### src/rtl/sopb_pkg.sv
// ----------------------------------------------------------------------------
// sopb_pkg
// Shared types and constants of the sequence ordered packet buffer.
// ----------------------------------------------------------------------------
package sopb_pkg;

    // Default number of descriptors held.
    localparam int DEPTH_DEFAULT = 128;

    // Field widths fixed by the descriptor format.
    localparam int SEQ_W  = 32;
    localparam int LEN_W  = 12;
    localparam int SENT_W = 32;
    localparam int TAG_W  = 8;
    localparam int OCC_W  = 8;

    localparam int IN_DATA_W  = 88;
    localparam int OUT_DATA_W = 96;
    localparam int OUT_USER_W = 3;

    typedef enum logic [1:0] {
        CMD_ENQUEUE = 2'd0,
        CMD_DEQUEUE = 2'd1,
        CMD_PEEK    = 2'd2,
        CMD_QUERY   = 2'd3
    } t_command;

    typedef enum logic [1:0] {
        ST_OK    = 2'd0,
        ST_FULL  = 2'd1,
        ST_EMPTY = 2'd2
    } t_status;

    typedef enum logic [2:0] {
        S_IDLE,
        S_DECODE,
        S_ENQ_READ,
        S_ENQ_CMP,
        S_HEAD_WAIT,
        S_RESULT
    } t_state;

    typedef struct packed {
        logic [SEQ_W-1:0]  seq;
        logic [LEN_W-1:0]  length;
        logic [SENT_W-1:0] sent_at;
        logic [TAG_W-1:0]  tag;
    } t_desc;

    // Commands from the controller to the datapath.
    typedef struct packed {
        logic latch;      // capture the accepted item
        logic set_full;   // enqueue dropped
        logic set_empty;  // dequeue or peek with nothing held
        logic rd_head;    // read the head entry
        logic rd_prev;    // read the entry just below the insert position
        logic shift_wr;   // move the entry read up by one place
        logic ins_wr;     // write the new descriptor at the insert position
        logic take_head;  // the head read is reported
        logic deq;        // drop the head entry
        logic res_load;   // load the output register
    } t_ctrl_cmd;

    // Status from the datapath to the controller.
    typedef struct packed {
        t_command command;
        logic     empty;
        logic     full;
        logic     pos_zero;
        logic     less;
        logic     out_free;
    } t_ctrl_stat;

endpackage

### src/rtl/sopb_ctrl.sv
// ----------------------------------------------------------------------------
// sopb_ctrl
// Controller of the packet buffer: steps each item through decode, the
// insertion walk or the head read, and the result hand-off.
// ----------------------------------------------------------------------------
module sopb_ctrl (
    input  logic                i_clk,
    input  logic                i_rst_n,
    input  logic                i_in_valid,
    output logic                o_in_ready,
    input  sopb_pkg::t_ctrl_stat i_stat,
    output sopb_pkg::t_ctrl_cmd  o_cmd
);

    sopb_pkg::t_state r_state;
    sopb_pkg::t_state n_state;

    always_ff @(posedge i_clk) begin
        if (!i_rst_n) begin
            r_state <= sopb_pkg::S_IDLE;
        end else begin
            r_state <= n_state;
        end
    end

    // Next state.
    always_comb begin
        n_state = r_state;
        case (r_state)
            sopb_pkg::S_IDLE: begin
                if (i_in_valid) begin
                    n_state = sopb_pkg::S_DECODE;
                end
            end
            sopb_pkg::S_DECODE: begin
                case (i_stat.command)
                    sopb_pkg::CMD_ENQUEUE: begin
                        n_state = i_stat.full ? sopb_pkg::S_RESULT : sopb_pkg::S_ENQ_READ;
                    end
                    sopb_pkg::CMD_DEQUEUE, sopb_pkg::CMD_PEEK: begin
                        n_state = i_stat.empty ? sopb_pkg::S_RESULT : sopb_pkg::S_HEAD_WAIT;
                    end
                    default: begin
                        n_state = sopb_pkg::S_RESULT;
                    end
                endcase
            end
            sopb_pkg::S_ENQ_READ: begin
                n_state = i_stat.pos_zero ? sopb_pkg::S_RESULT : sopb_pkg::S_ENQ_CMP;
            end
            sopb_pkg::S_ENQ_CMP: begin
                n_state = i_stat.less ? sopb_pkg::S_ENQ_READ : sopb_pkg::S_RESULT;
            end
            sopb_pkg::S_HEAD_WAIT: begin
                n_state = sopb_pkg::S_RESULT;
            end
            sopb_pkg::S_RESULT: begin
                if (i_stat.out_free) begin
                    n_state = sopb_pkg::S_IDLE;
                end
            end
            default: begin
                n_state = sopb_pkg::S_IDLE;
            end
        endcase
    end

    // Outputs. No item is taken while reset is held.
    always_comb begin
        o_cmd      = '0;
        o_in_ready = 1'b0;
        case (r_state)
            sopb_pkg::S_IDLE: begin
                o_in_ready  = i_rst_n;
                o_cmd.latch = i_in_valid && i_rst_n;
            end
            sopb_pkg::S_DECODE: begin
                case (i_stat.command)
                    sopb_pkg::CMD_ENQUEUE: begin
                        o_cmd.set_full = i_stat.full;
                    end
                    sopb_pkg::CMD_DEQUEUE, sopb_pkg::CMD_PEEK: begin
                        o_cmd.set_empty = i_stat.empty;
                        o_cmd.rd_head   = !i_stat.empty;
                    end
                    default: begin
                    end
                endcase
            end
            sopb_pkg::S_ENQ_READ: begin
                o_cmd.ins_wr  = i_stat.pos_zero;
                o_cmd.rd_prev = !i_stat.pos_zero;
            end
            sopb_pkg::S_ENQ_CMP: begin
                o_cmd.shift_wr = i_stat.less;
                o_cmd.ins_wr   = !i_stat.less;
            end
            sopb_pkg::S_HEAD_WAIT: begin
                o_cmd.take_head = 1'b1;
                o_cmd.deq       = (i_stat.command == sopb_pkg::CMD_DEQUEUE);
            end
            sopb_pkg::S_RESULT: begin
                o_cmd.res_load = i_stat.out_free;
            end
            default: begin
            end
        endcase
    end

endmodule

### config.mk
export PLATFORM = sky130hd
export DESIGN_NAME = sopb_ctrl
export DESIGN_NICKNAME = d
export VERILOG_FILES = /design/src/rtl/sopb_pkg.sv /design/src/rtl/sopb_ctrl.sv
export SDC_FILE = /design/constraint.sdc
export NUM_CORES = 1
export LEC_CHECK = 0
export BUFFER_PORTS_ARGS = -buffer_cell sky130_fd_sc_hd__clkbuf_2
export CAP_MARGIN = 20
export CORE_AREA = 2 2 39 41
export CTS_CLUSTER_DIAMETER = 50
export DETAILED_ROUTE_END_ITERATION = 12
export DIE_AREA = 0 0 41 43
export GPL_TIMING_DRIVEN = 1
export PLACE_DENSITY_LB_ADDON = 0.25
export SLEW_MARGIN = 20
export SYNTH_ARGS = -nofsm -noshare
export SYNTH_HDL_FRONTEND = slang
export SYNTH_SLANG_ARGS = --single-unit
export TNS_END_PERCENT = 10
### constraint.sdc
create_clock -name i_clk -period 1.1 [get_ports i_clk]
set_input_delay 0.055 -clock i_clk [delete_from_list [all_inputs] [get_ports i_clk]]
set_output_delay 0.055 -clock i_clk [all_outputs]
set_load 0.1 [all_outputs]
======== After elaboration in Yosys (flattened, before gate mapping) ========
Cells that the tools add are included.
word-level totals
  register bits after elaboration ......... 3
  output and inout port bits .............. 11
  word-level logic and storage cells ...... 36
cells by class
  eq/ne operators ......................... 9
  mux-type cells .......................... 18
  reduce and logical (&&, ||, !) cells .... 8
operators with widths
  operator                                                         number
  3-bit 2-to-1 mux                                                 6
  3-bit case mux with 6 select lines                               1
  1-bit 2-to-1 mux                                                 7
  3-bit by 2-bit == test with 1-bit output, second input constant  2
  3-bit == test, second input constant                             2
  3-bit case mux with 2 select lines                               1
  2-bit 2-to-1 mux                                                 2
  2-bit != test, second input constant                             2
  3-bit by 1-bit == test with 1-bit output, second input constant  1
  1-bit logical NOT                                                3
  3-bit logical NOT                                                1
  2-bit by 1-bit == test with 1-bit output, second input constant  1
  2-bit == test, second input constant                             1
  2-bit logical NOT                                                1
  1-bit case mux with 2 select lines                               1
  2-bit AND reduction                                              1
  2-bit OR reduction                                               1
  1-bit logical AND                                                1

======== Depth between registers and ports, before layout ========
  word-level depth ........................ 4
  gate-level depth with buffers ........... 5
  depth with buffers taken out ............ 5

======== Worst setup path before layout ========
Ideal clock, no wire load.
  path kind ............................... reg2out
  from .................................... register r_state[0]
  to ...................................... output o_cmd[1] (netlist bit)
  arrival ................................. 2.781 ns
  path slack .............................. -1.736 ns
  cell stages (with the launch flop) ...... 5
  buffers on the path ..................... 2
  path through ............................ dfxtp_1 -> buf_4 -> buf_2 -> nor2_1 -> and2_1
RTL lines
  what                    RTL line         text
  from (decl)             sopb_ctrl.sv:15  sopb_pkg::t_state r_state;
  from (signal assigned)  sopb_ctrl.sv:20  r_state <= sopb_pkg::S_IDLE;
  from (signal assigned)  sopb_ctrl.sv:22  r_state <= n_state;
  to (decl)               sopb_ctrl.sv:12  output sopb_pkg::t_ctrl_cmd o_cmd

==> metrics.md <==
| Metric | Value |
|---|---|
| Outcome | finished, violations left |
| Violated checks | negative setup slack |
| H-tree depth | 1 |
| Register area share after synthesis | 15.6% |
| # port buffers | 20 |
| Main synth FF type | dfxtp_1 |
| Setup ws final | -0.230 ns |
| Clk sinks | 3 |
| Number of fill cells | 118 |
| Avg Inst Size Synth | 7.71 um2 |
| Grt total ovfl | 0 |
| TritonCTS clock tree | done |
| Worst-margin pin slew | 0.259 ns |
| Slew Limit Fails | 0 |
| Critical setup path kind | register to primary output |
| Max Clock Skew | 0.00349 ns |
| Post-DP HPWL | 877 um |
| Initial core utilization | 27.8% |
| Post-synth EDFFs | 0 |
| First-pass GRT wire length | 1930 um |
| Post-CTS repair timing setup buffer count | 0 |
| Max reg flops | 3 |
| GPL Wtd Cong | 0.709 |
| Placed instance area | 788 um2 |
| I/O pins | 21 |
| Die height | 43 um |
| Synth Area in Compound Gates | 22.1% |
| Synthesized cell area | 385 um2 |
| IR drop worst, VDD | 0.635 mV |
| Post-synth ARST share | 0% |
| DRC Markers | 0 |
| Power consumption | 0.919 mW |
| Largest Register | r_state |
| Wire length per cell | 11.2 um |
| Pre-antenna DRT Iters | 2 |
| Core footprint | 0.00138 mm2 |
| Count of final hold-check violations | 0 |
| Static leakage | 0.378 nW |
| Final Cell Area | 860 um2 |
| Routed Antenna Nets | 0 |
| Rel. slew slack | 82.5% |
| Synth unique cells | 29 |
| Largest net degree at the start of global routing | 12 |
| Biggest area consumer among synthesized cells | dfxtp_1 |
| 1st-iter DRT viols | 10 |
| Vias in the first global route | 435 |
| Hold WC Path Type | primary input to register |
| Syn_nets | 63 |
| Flops & latches, synth | 3 |
| Worst setup SP type | register |
| Top post-synthesis cells by count | a21oi_1 (4), nor2_1 (4) |
| Final setup vio count | 12 |
| Critical Path AT | 1.28 ns |
| Nets | 95 |
| Biggest regs | r_state (3) |
| Global Route Usage Sum | 16.0% |
| Post-synthesis mux area share | 0% |
| Max Clk Rate | 752 MHz |
| WP buf/inv | 2 |
| Layout area overhead | 123% |
| CP Max Fanout | 6 |
| Simple-gate portion of the synthesized area | 42.5% |
| Rows | 14 |
| Final Util | 62.1% |
| Synthesis Warnings | 0 |
| Crit path required time | 1.04 ns |
| Clock transition at the registers of the reported paths | 0.04 ns |
| Routed via count | 465 |
| Max-cap violations | 0 |
| Proportion of netlist area held by the largest area contributor | 15.6% |
| Die Wd | 41 um |
| Share of post-route cells with drive strength above 1 | 61.7% |
| Worst path slowest cell | dfxtp_4 |
| Final worst-path cycle share | 121% |
| Bufs on Longest Clock Path | 2 |
| Crit-path leading delay family | simple AND/OR/NAND/NOR gates |
| N_diodes | 0 |
| CP Cell Sequence | buf_6 -> nor3_4 -> and3_4 -> buf_12 |
| DIE AREA | 0.00176 mm2 |
| Initial antenna violation count | 0 |
| Root buf cell | clkbuf_4 |
| Min Tclk post-route | 1.33 ns |
| Adder-Cell Fraction of Synth Area | 9.74% |
| Vias per inst | 4.79 |
| Worst path max stage delay | 0.36 ns |
| Critical Path End Type | primary output |
| Largest family of logic cells by synthesized area | simple AND/OR/NAND/NOR gates |
| Clock Latency Late Sink | 0.24 ns |
| Total CTS buffers | 3 |
| Post-Route WL | 1080 um |
| Dominant cells by area after synthesis | dfxtp_1 (16%), ha_1 (9.7%), a21oi_1 (5.2%) |
| Area share of xor/xnor cells in the synthesized design | 0% |
| Gate Count Post-Synth | 50 |
| RSZ-0062 raised after global routing | true |
| Power density cells | 1070 mW/mm2 |
==> worst paths after layout <==
| check | startpoint | end | slack [ns] | depth (start not counted) |
|---|---|---|---|---|
| max reg2reg | r_state[2] | r_state[0] | -0.02 | 4 |
| max | r_state[1] | o_cmd[9] | -0.23 | 4 |
| min | i_rst_n | r_state[2] | 0.07 | 2 |
| min reg2reg | r_state[1] | r_state[1] | 0.65 | 3 |
==> routing by layer <==
metal  vias up  share of wire, %  GRT usage (%)
met5         -                 0              0
met4         0              0.92           6.00
met3         2               6.8           5.76
met2        14                50           23.4
met1       203                42           20.6
li1        246                 -              -
==> per-stage QoR <==
| step | instances | hold WS [ns] | worst slack [ns] | setup TNS [ns] |
|---|---|---|---|---|
| floorplan | 50 | 0.183 | -0.489 | -4.09 |
| global placement | 93 | 0.328 | -0.0345 | -0.182 |
| detailed placement | 93 | 0.331 | -0.0452 | -0.243 |
| CTS | 97 | 0.0623 | -0.236 | -2.35 |
| global route | 97 | 0.0769 | -0.290 | -2.82 |
| finish | 97 | 0.0737 | -0.230 | -2.13 |
==> worst register-to-register path, stage by stage (launching register included) <==
cell and delay (ns):
dfxtp_4 0.36, buf_12 0.13, o41ai_1 0.34, a21oi_1 0.07
o31a_1 0.11
==> cells in the final DEF (no fill, tap or decap), types with 2 or more instances in the layout <==
cell      Yosys  routed
clkbuf_4      0       3
buf_6         1       2
a21oi_1       4       4
o31a_1        2       2
nor3_4        0       2
inv_1         2       2
buf_12        0      13
or2b_1        2       2
dfxtp_4       0       2
ha_1          3       3
and3_4        0       2
nor2_2        0       2
clkbuf_2      0       9
and2_4        0       2
nand2b_1      3       2
buf_4         2       7
==> layout make-up <==
class	count	area (um2)	area share (%)
clock buffer	4	26.3	3.06
tap	16	20.0	2.33
multi-input combinational	41	357	41.5
inverter	2	7.51	0.873
sequential	3	68.8	8.01
timing repair buffer	31	380	44.3
==> kinds of logic (layout without fill, tap and decap cells) <==
| family | Yosys count | count (layout) |
|---|---|---|
| AOI/OAI and AO/OA | 12 | 12 |
| adders and majority gates | 3 | 3 |
| buffers and inverters | 6 | 37 |
| DFF | 3 | 3 |
| and+or+nand+nor | 26 | 26 |
==> power breakdown <==
part	leakage [nW]	internal, mW	total, mW	switching, mW
combinational	0.336	0.253	0.572	0.319
sequential	0.0264	0.123	0.143	0.0201
clock	0.0150	0.137	0.204	0.0671
total	0.378	0.513	0.919	0.406
==> timing repair <==
item | CTS | global route
cloned | 0 | 0
pin swaps | 4 | 3
gates resized for setup | 12 | 2
setup endpoints to repair | 13 | 12
hold buffers | 0 | 0
hold endpoints to repair | 0 | 0
No activity file was read; power rests on OpenSTA's default activity.
